--- src/fpft_pkg.sv ---
package fpft_pkg;

  // Field widths
  localparam int COORD_BITS = 24;
  localparam int TOL_W      = 24;
  localparam int OP_W       = 3;
  localparam int KIND_W     = 3;
  localparam int IDX_W      = 16;
  localparam int TOT_W      = 17;

  // Point compare: signed difference and the magnitude compare width
  localparam int DIFF_W = COORD_BITS + 1;
  localparam int ABS_W  = (DIFF_W > TOL_W) ? DIFF_W : TOL_W;

  // Defaults for the top-level parameters and the tolerance register
  localparam int                DEF_MAX_VERTICES       = 65536;
  localparam int                DEF_MAX_SHAPE_VERTICES = 64;
  localparam logic [TOL_W-1:0]  TOL_RESET              = TOL_W'(128);

  // Path command codes
  typedef enum logic [OP_W-1:0] {
    OP_BEGIN = 3'd0,
    OP_MOVE  = 3'd1,
    OP_LINE  = 3'd2,
    OP_CLOSE = 3'd3,
    OP_END   = 3'd4
  } op_e;

  // Result kinds
  typedef enum logic [KIND_W-1:0] {
    KIND_VERTEX   = 3'd0,
    KIND_TRIANGLE = 3'd1,
    KIND_SHAPE_RB = 3'd2,
    KIND_DRAW_RB  = 3'd3,
    KIND_DRAW     = 3'd4,
    KIND_OVERFLOW = 3'd5
  } kind_e;

  // Input request
  typedef struct packed {
    logic [OP_W-1:0]              operation;
    logic signed [COORD_BITS-1:0] coord_x;
    logic signed [COORD_BITS-1:0] coord_y;
  } cmd_t;

  // Result item
  typedef struct packed {
    logic [KIND_W-1:0]            kind;
    logic [IDX_W-1:0]             vertex_index;
    logic signed [COORD_BITS-1:0] pos_x;
    logic signed [COORD_BITS-1:0] pos_y;
    logic [IDX_W-1:0]             corner_a;
    logic [IDX_W-1:0]             corner_b;
    logic [IDX_W-1:0]             corner_c;
    logic [TOT_W-1:0]             vertex_total;
    logic [TOT_W-1:0]             triangle_total;
    logic                         last;
  } res_t;

endpackage

--- src/fill_path_fan_tessellator.sv ---
// Fill-path fan tessellator.
// Input channel (in_valid_i/in_ready_o, in_data_i): one path command per request
// (begin, move to, line to, close, end) with a signed Q16.8 target point.
// Output channel (out_valid_o/out_ready_i, out_data_o): vertices, overflow marks,
// fan triangles, shape and draw rollbacks and draw records; the final result of
// a command carries last.
// Config channel (cfg_valid_i/cfg_ready_o, cfg_data_i): merge tolerance, always
// ready, to be written only while no command is in flight.
// One command is worked on at a time; in_ready_o is high only when idle.
// A close, asked for or implied by a move or an end, emits the closing vertex
// and checks the shape size when the shape has lines, then gives a rollback or
// a fan of n - 2 triangles over n vertices.
// The fan loop emits one triangle per cycle while the output is free; the point compare is one shared
// subtract/abs/compare unit used for x and then y.
// A result sits in one output register; while the receiver stalls, a state that
// emits waits on that register, and the input stays not ready until idle.
// Reset clears all counts, the current point and the output register and sets
// the tolerance to 128 (0.5 in Q16.8).
module fill_path_fan_tessellator
  import fpft_pkg::*;
#(
  parameter int MAX_VERTICES       = DEF_MAX_VERTICES,
  parameter int MAX_SHAPE_VERTICES = DEF_MAX_SHAPE_VERTICES
) (
  input  logic             clk_i,
  input  logic             rst_ni,
  input  logic             cfg_valid_i,
  output logic             cfg_ready_o,
  input  logic [TOL_W-1:0] cfg_data_i,
  input  logic             in_valid_i,
  output logic             in_ready_o,
  input  cmd_t             in_data_i,
  output logic             out_valid_o,
  input  logic             out_ready_i,
  output res_t             out_data_o
);

  localparam int VCNT_W = $clog2(MAX_VERTICES + 1);
  localparam int CMP_W  = (VCNT_W > 7) ? VCNT_W : 7;

  typedef enum logic [1:0] {
    STEP_CLOSE = 2'd0,
    STEP_MOVE  = 2'd1,
    STEP_LINE  = 2'd2
  } step_e;

  typedef enum logic [3:0] {
    ST_IDLE,
    ST_DISPATCH,
    ST_LN_DX,
    ST_LN_DY,
    ST_CL_VTX,
    ST_CL_CHK,
    ST_CL_RB,
    ST_CL_FAN,
    ST_POST
  } state_e;

  state_e                state_q, state_d;
  step_e                 prev_q, prev_d;
  cmd_t                  cmd_q, cmd_d;
  logic [TOL_W-1:0]      tol_q, tol_d;
  logic signed [COORD_BITS-1:0] cur_x_q, cur_x_d, cur_y_q, cur_y_d;
  logic [VCNT_W-1:0]     vc_q, vc_d, tc_q, tc_d;
  logic [VCNT_W-1:0]     ssv_q, ssv_d, sst_q, sst_d;
  logic [VCNT_W-1:0]     dsv_q, dsv_d, dst_q, dst_d;
  logic [VCNT_W-1:0]     fan_q, fan_d;
  logic                  near_x_q, near_x_d;
  logic                  out_valid_q, out_valid_d;
  res_t                  out_q, out_d;

  logic                  fire;
  logic                  emit;
  res_t                  res;
  logic                  vtx_ovf;
  logic [VCNT_W-1:0]     shape_n;
  logic                  close_last;
  state_e                close_next;
  state_e                close_entry;

  logic signed [COORD_BITS-1:0] unit_a, unit_b;
  logic signed [DIFF_W-1:0]     unit_diff;
  logic [DIFF_W-1:0]            unit_abs;
  logic                         unit_lt;

  // Shared point compare unit: x in ST_LN_DX, y otherwise
  assign unit_a    = (state_q == ST_LN_DX) ? cmd_q.coord_x : cmd_q.coord_y;
  assign unit_b    = (state_q == ST_LN_DX) ? cur_x_q : cur_y_q;
  assign unit_diff = DIFF_W'(unit_a) - DIFF_W'(unit_b);
  assign unit_abs  = unit_diff[DIFF_W-1] ? DIFF_W'(-unit_diff) : DIFF_W'(unit_diff);
  assign unit_lt   = ABS_W'(unit_abs) < ABS_W'(tol_q);

  // Capacity check for the next vertex
  assign shape_n = vc_q - ssv_q;
  assign vtx_ovf = (CMP_W'(shape_n) >= CMP_W'(MAX_SHAPE_VERTICES)) ||
                   (vc_q >= VCNT_W'(MAX_VERTICES));

  // What follows a close depends on the command that caused it
  assign close_last  = (cmd_q.operation != OP_END);
  assign close_next  = ((cmd_q.operation == OP_MOVE) || (cmd_q.operation == OP_END)) ?
                       ST_POST : ST_IDLE;
  assign close_entry = (prev_q == STEP_LINE) ? ST_CL_VTX : ST_CL_RB;

  assign fire        = !out_valid_q || out_ready_i;
  assign in_ready_o  = (state_q == ST_IDLE);
  assign cfg_ready_o = 1'b1;
  assign out_valid_o = out_valid_q;
  assign out_data_o  = out_q;

  // Sequencer
  always_comb begin
    state_d  = state_q;
    prev_d   = prev_q;
    cmd_d    = cmd_q;
    cur_x_d  = cur_x_q;
    cur_y_d  = cur_y_q;
    vc_d     = vc_q;
    tc_d     = tc_q;
    ssv_d    = ssv_q;
    sst_d    = sst_q;
    dsv_d    = dsv_q;
    dst_d    = dst_q;
    fan_d    = fan_q;
    near_x_d = near_x_q;
    emit     = 1'b0;
    res      = '0;

    unique case (state_q)
      ST_IDLE: begin
        if (in_valid_i) begin
          cmd_d   = in_data_i;
          state_d = ST_DISPATCH;
        end
      end

      ST_DISPATCH: begin
        unique case (cmd_q.operation)
          OP_BEGIN: begin
            prev_d  = STEP_CLOSE;
            dsv_d   = vc_q;
            dst_d   = tc_q;
            ssv_d   = vc_q;
            sst_d   = tc_q;
            state_d = ST_IDLE;
          end
          OP_MOVE, OP_END: begin
            state_d = (prev_q == STEP_CLOSE) ? ST_POST : close_entry;
          end
          OP_LINE: begin
            // a line after a close starts a shape at its own target
            if (prev_q == STEP_CLOSE) begin
              prev_d  = STEP_MOVE;
              cur_x_d = cmd_q.coord_x;
              cur_y_d = cmd_q.coord_y;
              ssv_d   = vc_q;
              sst_d   = tc_q;
            end
            state_d = ST_LN_DX;
          end
          OP_CLOSE: state_d = close_entry;
          default:  state_d = ST_IDLE;
        endcase
      end

      ST_LN_DX: begin
        near_x_d = unit_lt;
        state_d  = ST_LN_DY;
      end

      ST_LN_DY: begin
        if (near_x_q && unit_lt) begin
          state_d = ST_IDLE;
        end else if (fire) begin
          emit             = 1'b1;
          res.kind         = vtx_ovf ? KIND_OVERFLOW : KIND_VERTEX;
          res.vertex_index = IDX_W'(vc_q);
          res.pos_x        = cur_x_q;
          res.pos_y        = cur_y_q;
          res.last         = 1'b1;
          if (!vtx_ovf) vc_d = vc_q + VCNT_W'(1);
          prev_d  = STEP_LINE;
          cur_x_d = cmd_q.coord_x;
          cur_y_d = cmd_q.coord_y;
          state_d = ST_IDLE;
        end
      end

      ST_CL_VTX: begin
        // closing vertex, never the last result of the close
        if (fire) begin
          emit             = 1'b1;
          res.kind         = vtx_ovf ? KIND_OVERFLOW : KIND_VERTEX;
          res.vertex_index = IDX_W'(vc_q);
          res.pos_x        = cur_x_q;
          res.pos_y        = cur_y_q;
          if (!vtx_ovf) vc_d = vc_q + VCNT_W'(1);
          state_d = ST_CL_CHK;
        end
      end

      ST_CL_CHK: begin
        if (shape_n < VCNT_W'(3)) begin
          state_d = ST_CL_RB;
        end else begin
          fan_d   = ssv_q + VCNT_W'(1);
          state_d = ST_CL_FAN;
        end
      end

      ST_CL_RB: begin
        if (fire) begin
          emit               = 1'b1;
          res.kind           = KIND_SHAPE_RB;
          res.vertex_total   = TOT_W'(ssv_q);
          res.triangle_total = TOT_W'(sst_q);
          res.last           = close_last;
          vc_d    = ssv_q;
          tc_d    = sst_q;
          prev_d  = STEP_CLOSE;
          state_d = close_next;
        end
      end

      ST_CL_FAN: begin
        // one fan triangle per cycle while the output is free: (origin, i, i+1)
        if (fire) begin
          emit         = 1'b1;
          res.kind     = KIND_TRIANGLE;
          res.corner_a = IDX_W'(ssv_q);
          res.corner_b = IDX_W'(fan_q);
          res.corner_c = IDX_W'(fan_q + VCNT_W'(1));
          tc_d  = tc_q + VCNT_W'(1);
          fan_d = fan_q + VCNT_W'(1);
          if ((fan_q + VCNT_W'(2)) == vc_q) begin
            res.last = close_last;
            prev_d   = STEP_CLOSE;
            ssv_d    = vc_q;
            sst_d    = tc_q + VCNT_W'(1);
            state_d  = close_next;
          end
        end
      end

      ST_POST: begin
        if (cmd_q.operation == OP_MOVE) begin
          prev_d  = STEP_MOVE;
          cur_x_d = cmd_q.coord_x;
          cur_y_d = cmd_q.coord_y;
          ssv_d   = vc_q;
          sst_d   = tc_q;
          state_d = ST_IDLE;
        end else if (fire) begin
          // end: draw record, or rollback of an empty draw
          emit     = 1'b1;
          res.last = 1'b1;
          if ((tc_q == dst_q) || (vc_q == dsv_q)) begin
            res.kind           = KIND_DRAW_RB;
            res.vertex_total   = TOT_W'(dsv_q);
            res.triangle_total = TOT_W'(dst_q);
            vc_d  = dsv_q;
            tc_d  = dst_q;
            ssv_d = dsv_q;
            sst_d = dst_q;
          end else begin
            res.kind           = KIND_DRAW;
            res.vertex_total   = TOT_W'(vc_q);
            res.triangle_total = TOT_W'(tc_q);
          end
          state_d = ST_IDLE;
        end
      end

      default: state_d = ST_IDLE;
    endcase
  end

  // Tolerance register
  assign tol_d = (cfg_valid_i && cfg_ready_o) ? cfg_data_i : tol_q;

  // Output register
  always_comb begin
    out_valid_d = out_valid_q;
    out_d       = out_q;
    if (out_valid_q && out_ready_i) out_valid_d = 1'b0;
    if (emit) begin
      out_valid_d = 1'b1;
      out_d       = res;
    end
  end

  // State and registered outputs
  always_ff @(posedge clk_i or negedge rst_ni) begin
    if (!rst_ni) begin
      state_q     <= ST_IDLE;
      prev_q      <= STEP_CLOSE;
      cmd_q       <= '0;
      tol_q       <= TOL_RESET;
      cur_x_q     <= '0;
      cur_y_q     <= '0;
      vc_q        <= '0;
      tc_q        <= '0;
      ssv_q       <= '0;
      sst_q       <= '0;
      dsv_q       <= '0;
      dst_q       <= '0;
      fan_q       <= '0;
      near_x_q    <= 1'b0;
      out_valid_q <= 1'b0;
      out_q       <= '0;
    end else begin
      state_q     <= state_d;
      prev_q      <= prev_d;
      cmd_q       <= cmd_d;
      tol_q       <= tol_d;
      cur_x_q     <= cur_x_d;
      cur_y_q     <= cur_y_d;
      vc_q        <= vc_d;
      tc_q        <= tc_d;
      ssv_q       <= ssv_d;
      sst_q       <= sst_d;
      dsv_q       <= dsv_d;
      dst_q       <= dst_d;
      fan_q       <= fan_d;
      near_x_q    <= near_x_d;
      out_valid_q <= out_valid_d;
      out_q       <= out_d;
    end
  end

  // Shape start never runs ahead of the vertex count
  a_shape_start: assert property (@(posedge clk_i) disable iff (!rst_ni)
    ssv_q <= vc_q) else $error("shape start beyond vertex count");

  // The triangle count never runs beyond the vertex count
  a_tri_bound: assert property (@(posedge clk_i) disable iff (!rst_ni)
    tc_q <= vc_q) else $error("triangle count beyond vertex count");

  // Vertex count stays within capacity
  a_capacity: assert property (@(posedge clk_i) disable iff (!rst_ni)
    vc_q <= VCNT_W'(MAX_VERTICES)) else $error("vertex count beyond capacity");

  // Fan index always leaves room for the third corner
  a_fan_index: assert property (@(posedge clk_i) disable iff (!rst_ni)
    (state_q == ST_CL_FAN) |-> ((fan_q + VCNT_W'(1)) < vc_q))
    else $error("fan index out of range");

  // A held result is never overwritten
  a_no_overwrite: assert property (@(posedge clk_i) disable iff (!rst_ni)
    (out_valid_q && !out_ready_i) |-> !emit) else $error("result overwritten");

endmodule

--- config.mk ---
export PLATFORM = sky130hd
export DESIGN_NAME = fill_path_fan_tessellator
export DESIGN_NICKNAME = d
export VERILOG_FILES = /design/src/fpft_pkg.sv /design/src/fill_path_fan_tessellator.sv
export SDC_FILE = /design/constraint.sdc
export NUM_CORES = 1
export LEC_CHECK = 0
export ABC_AREA = 1
export CORE_MARGIN = 2
export CORE_UTILIZATION = 40
export DETAILED_ROUTE_END_ITERATION = 8
export DONT_BUFFER_PORTS = 1
export PLACE_DENSITY = 0.6
export SLEW_MARGIN = 25
export SYNTH_ARGS = -nofsm -noshare
export SYNTH_HDL_FRONTEND = slang
export SYNTH_SLANG_ARGS = --single-unit
--- constraint.sdc ---
create_clock -name clk_i -period 7.2 [get_ports clk_i]
set_input_delay 1.44 -clock clk_i [delete_from_list [all_inputs] [get_ports clk_i]]
set_output_delay 1.44 -clock clk_i [all_outputs]
set_load 0.1 [all_outputs]
=== After elaboration in Yosys (flattened, before gate mapping) ===
Cells that the tools add are included.

* Flip-flop bits (word level): 400
* Input bits: 80

* Add/sub/neg operators: 8
* Magnitude comparators: 4
* Equality and inequality tests: 35
* Multiplexer cells: 93
* Reductions and logical operators: 28

{| class="wikitable"
|+ Operator list
! kind !! count
|-
| $mux W17 || 22
|-
| $mux W24 || 12
|-
| $pmux W17 S3 || 3
|-
| $pmux W24 S3 || 2
|-
| $mux W67 || 2
|-
| $pmux W64 S2 || 1
|-
| $mux W35 || 3
|-
| $pmux W17 S2 || 3
|-
| $mux W48 || 2
|-
| $add A17 B1 Y17 const B || 4
|-
| $pmux W17 S4 || 1
|-
| $pmux W34 S2 || 1
|-
| $eq A17 B17 Y1 || 3
|-
| $mux W4 || 10
|-
| $pmux W4 S9 || 1
|-
| $mux W34 || 1
|-
| $ne A2 B2 Y1 const B || 14
|-
| $lt A25 B24 Y1 || 1
|-
| $mux W25 || 1
|-
| $neg A25 Y25 || 1
|-
| $sub A24 B24 Y25 || 1
|-
| $mux W2 || 9
|-
| $reduce_and A6 Y1 || 3
|-
| $add A17 B2 Y17 const B || 1
|-
| 39 further kinds || 66
|}

=== Depth between registers and ports, before layout ===
* Word-level depth: 10
* Depth in mapped cells: 41
* Depth with buffers taken out: 39

=== Worst setup path before layout ===
OpenSTA, ideal clock, no wires.

* Kind: register -> register
* Start point: register state_q[1]
* End point: register out_q (netlist bit out_data_o[86])
* Setup time: 68 ps
* Arrival: 5248 ps
* Required time: 7132 ps
* Slack: 1885 ps
* Cell stages (with the launch flop): 35
* Period minus slack after synthesis: 5315 ps
* Path through: dfrtp_1 -> inv_1 -> nor2_1 -> nand2_1 -> clkbuf_1 -> clkbuf_1 -> nand2_1 -> o21ai_0 -> ha_1 -> inv_1 -> fa_1 -> xor2_1 -> nor2_1 -> nand2_1 -> nor3_1 -> nand4_1 -> nor3_1 -> nand3_1 -> o21ai_1 -> nand2_1 -> xor2_1 -> ha_1 -> nand2_1 -> nor2_1 -> a211oi_1 -> nand2_1 -> nand2_1 -> nand2_1 -> a21oi_1 -> nand3_4 -> a21oi_4 -> buf_6 -> buf_6 -> nand2_1 -> nand2_1

* Longest elaborated chain between the ends: 9
* Elaborated cells between the ends (all ways): 18

{| class="wikitable"
|+ RTL lines
! what !! line !! source
|-
| start, declared || fill_path_fan_tessellator.sv:59 || <nowiki>state_e state_q, state_d;</nowiki>
|-
| start signal, assigned || fill_path_fan_tessellator.sv:311 || <nowiki>state_q <= state_d;</nowiki>
|-
| $eq A4 B2 Y1 || fill_path_fan_tessellator.sv:87, fill_path_fan_tessellator.sv:88 ||
|-
| $mux W24 (on tied branches) || fill_path_fan_tessellator.sv:87, fill_path_fan_tessellator.sv:88 ||
|-
| $sub A24 B24 Y25 || fill_path_fan_tessellator.sv:89 || <nowiki>assign unit_diff = DIFF_W'(unit_a) - DIFF_W'(unit_b);</nowiki>
|-
| $neg A25 Y25 || fill_path_fan_tessellator.sv:90 || <nowiki>assign unit_abs = unit_diff[DIFF_W-1] ? DIFF_W'(-unit_diff) : DIFF_W'(unit_diff);</nowiki>
|-
| $mux W25 || fill_path_fan_tessellator.sv:90 ||
|-
| $lt A25 B24 Y1 || fill_path_fan_tessellator.sv:91 || <nowiki>assign unit_lt = ABS_W'(unit_abs) < ABS_W'(tol_q);</nowiki>
|-
| $logic_and A1 B1 Y1 || fill_path_fan_tessellator.sv:171 || <nowiki>if (near_x_q && unit_lt) begin</nowiki>
|-
| $mux W1 / $mux W67 (equally long branches) || fill_path_fan_tessellator.sv:171 ||
|-
| $pmux W1 S3 / $pmux W64 S2 (equally long branches) || fill_path_fan_tessellator.sv:128 || <nowiki>unique case (state_q)</nowiki>
|-
| end signal, assigned || fill_path_fan_tessellator.sv:326 || <nowiki>out_q <= out_d;</nowiki>
|-
| end, declared || fill_path_fan_tessellator.sv:70 || <nowiki>res_t out_q, out_d;</nowiki>
|}

Parallel ways exist; a longest one is shown, timed or not.
A chain may end at the register's enable or synchronous reset.

=== Worst setup path in the final report ===
* Start point: register state_q[1]
* End point: register cur_y_q[16]

* Longest elaborated chain between the ends: 9
* Elaborated cells between the ends (all ways): 19

{| class="wikitable"
|+ RTL lines
! what !! line !! source
|-
| $eq A4 B2 Y1 || fill_path_fan_tessellator.sv:87, fill_path_fan_tessellator.sv:88 ||
|-
| $mux W24 (on tied branches) || fill_path_fan_tessellator.sv:87, fill_path_fan_tessellator.sv:88 ||
|-
| $sub A24 B24 Y25 || fill_path_fan_tessellator.sv:89 ||
|-
| $neg A25 Y25 || fill_path_fan_tessellator.sv:90 ||
|-
| $mux W25 || fill_path_fan_tessellator.sv:90 ||
|-
| $lt A25 B24 Y1 || fill_path_fan_tessellator.sv:91 ||
|-
| $logic_and A1 B1 Y1 || fill_path_fan_tessellator.sv:171 ||
|-
| $ne A2 B2 Y1 (no source line) || -- ||
|-
| $reduce_and A6 Y1 (no source line) || -- ||
|-
| end signal, assigned || fill_path_fan_tessellator.sv:316 || <nowiki>cur_y_q <= cur_y_d;</nowiki>
|-
| end, declared || fill_path_fan_tessellator.sv:63 || <nowiki>logic signed [COORD_BITS-1:0] cur_x_q, cur_x_d, cur_y_q, cur_y_d;</nowiki>
|}

Parallel ways exist; a longest one is shown, timed or not.

==> qor.log <==
[outcome] status complete, no violations
[yosys] total nets after synthesis 3351
[layout] post-layout util 0.441
[clock_network] hold bufs inserted after CTS 0
[place] Placed Cells incl. Taps 3851
[yosys] Post-Synthesis Cells 3200
[global_route] global-route usage over all layers 0.246
[die] die footprint 0.0616 sq mm
[timing] clock period minus final worst setup slack 6.25 ns
[clock_network] buffer type at the clock tree root clkbuf_16
[timing] number of max-slew violations in the final report 0
[timing] transition time at the pin with the least slew margin 1.12 ns
[critical_path] critical path required time 7.73 ns
[die] Row Count 89
[detailed_routing] final wirelength 76300 um
[critical_path] Crit Path Class register to register
[timing] largest clock skew in the final design 0.0195 ns
[worst_hold_path] Hold Path Class register to register
[yosys] Avg Inst Size Synth 7.45 sq um
[die] I/O pin total 233
[timing] Final TNS setup 0 ns
[detailed_routing] First-pass DRT Iterations 8
[layout] Layout Cells excl Fill 3940
[worst_hold_path] Worst Hold Launch cur_y_q[4]$_DFFE_PN0P_
[clock_network] buffer count from post-CTS setup fixing 0
[clock_network] number of buffers inserted during clock tree synthesis 47
[critical_path] crit-path max cell delay 0.43 ns
[timing] max_slew headroom 0.250
[critical_path] Max stage delay cell, worst path a21oi_1
[die] die outline width 248 um
[yosys] register area share after synthesis 0.420
[die] vertical die dimension 248 um
[yosys] area of the mapped netlist 0.0238 sq mm
[yosys] number of distinct library cells after synthesis 61
[timing] hold violation total from the final report 0
[global_route] global-route congestion overflow total 0
[yosys] count of flip-flops with a built-in enable after synthesis 0
[detailed_routing] count of vias placed by the detailed router 21100
[yosys] Synth Warn # 0
[critical_path] signal arrival time at the worst endpoint 6.78 ns
[global_route] vias in the first global route 20000
[layout] synthesis-to-layout area growth 9.15%
[clock_network] clock slew at the register clock pins of the worst setup and hold paths 0.06 ns
[critical_path] sort of element at the start of the critical path register
[detailed_routing] post-detailed-route DRC marker count 0
[timing] unrepaired setup endpoints after global routing false
[yosys] Seq cells post-synth 400
[timing] number of setup violations in the final report 0
[place] number of port buffers 0
[clock_network] Resized cells post-CTS 0
[layout] number of nets in the layout 3278
[clock_network] clock insertion delay at the later pin of the skew report 0.59 ns
[yosys] post-synthesis async set-or-reset flop share 1.00
[critical_path] Reg-to-Reg Start state_q[1]$_DFFE_PN0P_
[yosys] Most used DFF post-synth dfrtp_1
[layout] layout cells sized above 1 0.0733
[clock_network] Clock Sinks 400
[detailed_routing] count of antenna-violating nets left after detailed routing 0
[detailed_routing] detailed router's first-iteration violation count 1948
[detailed_routing] via-per-instance ratio 5.36
[critical_path] Critical Path End Type register
[flow_run] max_cap viols 0
[place] placed wire-length estimate after detailed placement 53400 um
[clock_network] CTS tree done
[timing] Highest Clock Rate 160 MHz
[global_route] maximum number of pins on one net before global-route repair 401
[critical_path] first element of the critical path state_q[1]$_DFFE_PN0P_
[die] standard cell core area 0.0590 sq mm
[global_route] global-route wire length before repair 118000 um
[timing] crit share post-route 0.868
[clock_network] Max clock buf depth 3
[detailed_routing] WL/cell 19.4 um
[die] Starting Density 0.404
[critical_path] critical path's most frequent cell nand2_1
[critical_path] crit-path max FO 26
[clock_network] number of H-tree branching levels 2
[place] final weighted congestion in routability-driven placement 0.927
[global_route] initial antenna violation count 6
## state kept, by name (all words and copies together), names as in the netlist
name / count
cur_y_q: 24
dst_q: 17
out_data_o: 150
ssv_q: 17
sst_q: 17
tol_q: 24
dsv_q: 17
cur_x_q: 24
near_x_q: 1
fan_q: 17
cmd_q: 51
out_valid_o: 1
vc_q: 17
tc_q: 17
state_q: 4
prev_q: 2
## stage by stage
stage	worst slack (ns)	area (sq um)	hold WS [ns]
after floorplan	1.88	23800	0.442
after global placement	1.14	24300	0.456
after detailed placement	0.948	24300	0.458
after CTS	0.937	26000	0.473
after global routing	0.303	26000	0.486
final	0.952	26000	0.469
## path summary, 6_finish.rpt
kind | to | slack [ns] | cells past startpoint
min in group asynchronous | out_data_o[8]$_DFFE_PN0P_ | 0.57 | 0
max reg2reg | cur_y_q[16]$_DFFE_PN0P_ | 0.95 | 31
min | cur_y_q[4]$_DFFE_PN0P_ | 0.47 | 2
min reg2reg | cur_y_q[4]$_DFFE_PN0P_ | 0.47 | 2
max in group asynchronous | tol_q[2]$_DFFE_PN0P_ | 5.89 | 0
max | cur_y_q[16]$_DFFE_PN0P_ | 0.95 | 31
## layout by cell type, fill, tap and decap left out, types with 50 or more instances in the layout
cell / instances
nor2_1: 224
nand3_1: 145
xor2_1: 74
o21ai_0: 159
mux2_2: 50
dfrtp_1: 399
nand4_1: 77
nand2_1: 1149
inv_1: 305
ha_1: 69
a21oi_1: 96
## kinds of logic (layout without fill, tap and decap cells)
logic type	Yosys count	after routing	synth area share
muxes	51	51	0.0240
DFF	400	400	0.420
xor gates and xnor gates	115	115	0.0429
and+or+nand+nor	1694	1694	0.294
buffers and inverters	471	436	0.0825
adders and majority gates	71	71	0.0379
AOI/OAI and AO/OA	397	397	0.0990
other	1	3	0.000157
## Yosys cell counts (3+ instances only)
cell type	count	share of area
a21oi_1	98	0.021
nor2_1	230	0.036
nor2_2	4	0.0010
nor3_1	32	0.0067
o31ai_1	4	0.0013
xnor2_1	39	0.014
inv_1	305	0.048
nor3_2	4	0.0017
o21bai_1	3	0.00094
nand3b_1	6	0.0019
buf_2	24	0.0050
nor4_1	9	0.0024
a31oi_1	12	0.0031
inv_2	11	0.0017
a41oi_1	4	0.0015
ha_1	69	0.036
buf_4	8	0.0025
buf_6	18	0.0085
clkbuf_1	94	0.015
or2_2	13	0.0034
o21ai_1	3	0.00063
o2111ai_1	4	0.0015
dfrtp_1	399	0.42
o211ai_1	20	0.0063
nand2_2	10	0.0026
o21ai_0	159	0.033
clkinv_1	5	0.00079
nand4_1	77	0.020
buf_1	3	0.00047
nand2_1	1153	0.18
o221ai_1	28	0.010
xor2_1	74	0.027
o22ai_1	33	0.0087
a22oi_1	11	0.0035
a221oi_1	6	0.0022
mux2_2	50	0.024
nand3_1	145	0.030
## layout make-up
cell class	count	area (sq um)
antenna	2	5.00
multi-input combinational	2329	11900
inverter	322	1210
timing repair buffer	27	228
tap	773	967
clock buffer	62	1320
fill	6021	33000
sequential	400	10000
clock inverter	25	354
## per-layer routing
layer  vias up  track usage  wire length [um]
li1      10200            -                 -
met1      9963        0.354             35200
met2       812        0.354             31900
met3       157       0.0595              6390
met4         6       0.0961              2860
met5         -            0                34
## critical path, delay by kind of cell (launching register included)
kind / cells / cell delay, ns
AOI/OAI and AO/OA: 3 / 0.91
and+or+nand+nor: 18 / 2.59
muxes: 1 / 0.24
DFF: 1 / 0.42
adders and majority gates: 3 / 0.90
xor gates and xnor gates: 2 / 0.36
buffers and inverters: 4 / 0.77
Power is not shown: default switching activity piles up to over one toggle a cycle in this logic, so the estimate is an artifact.
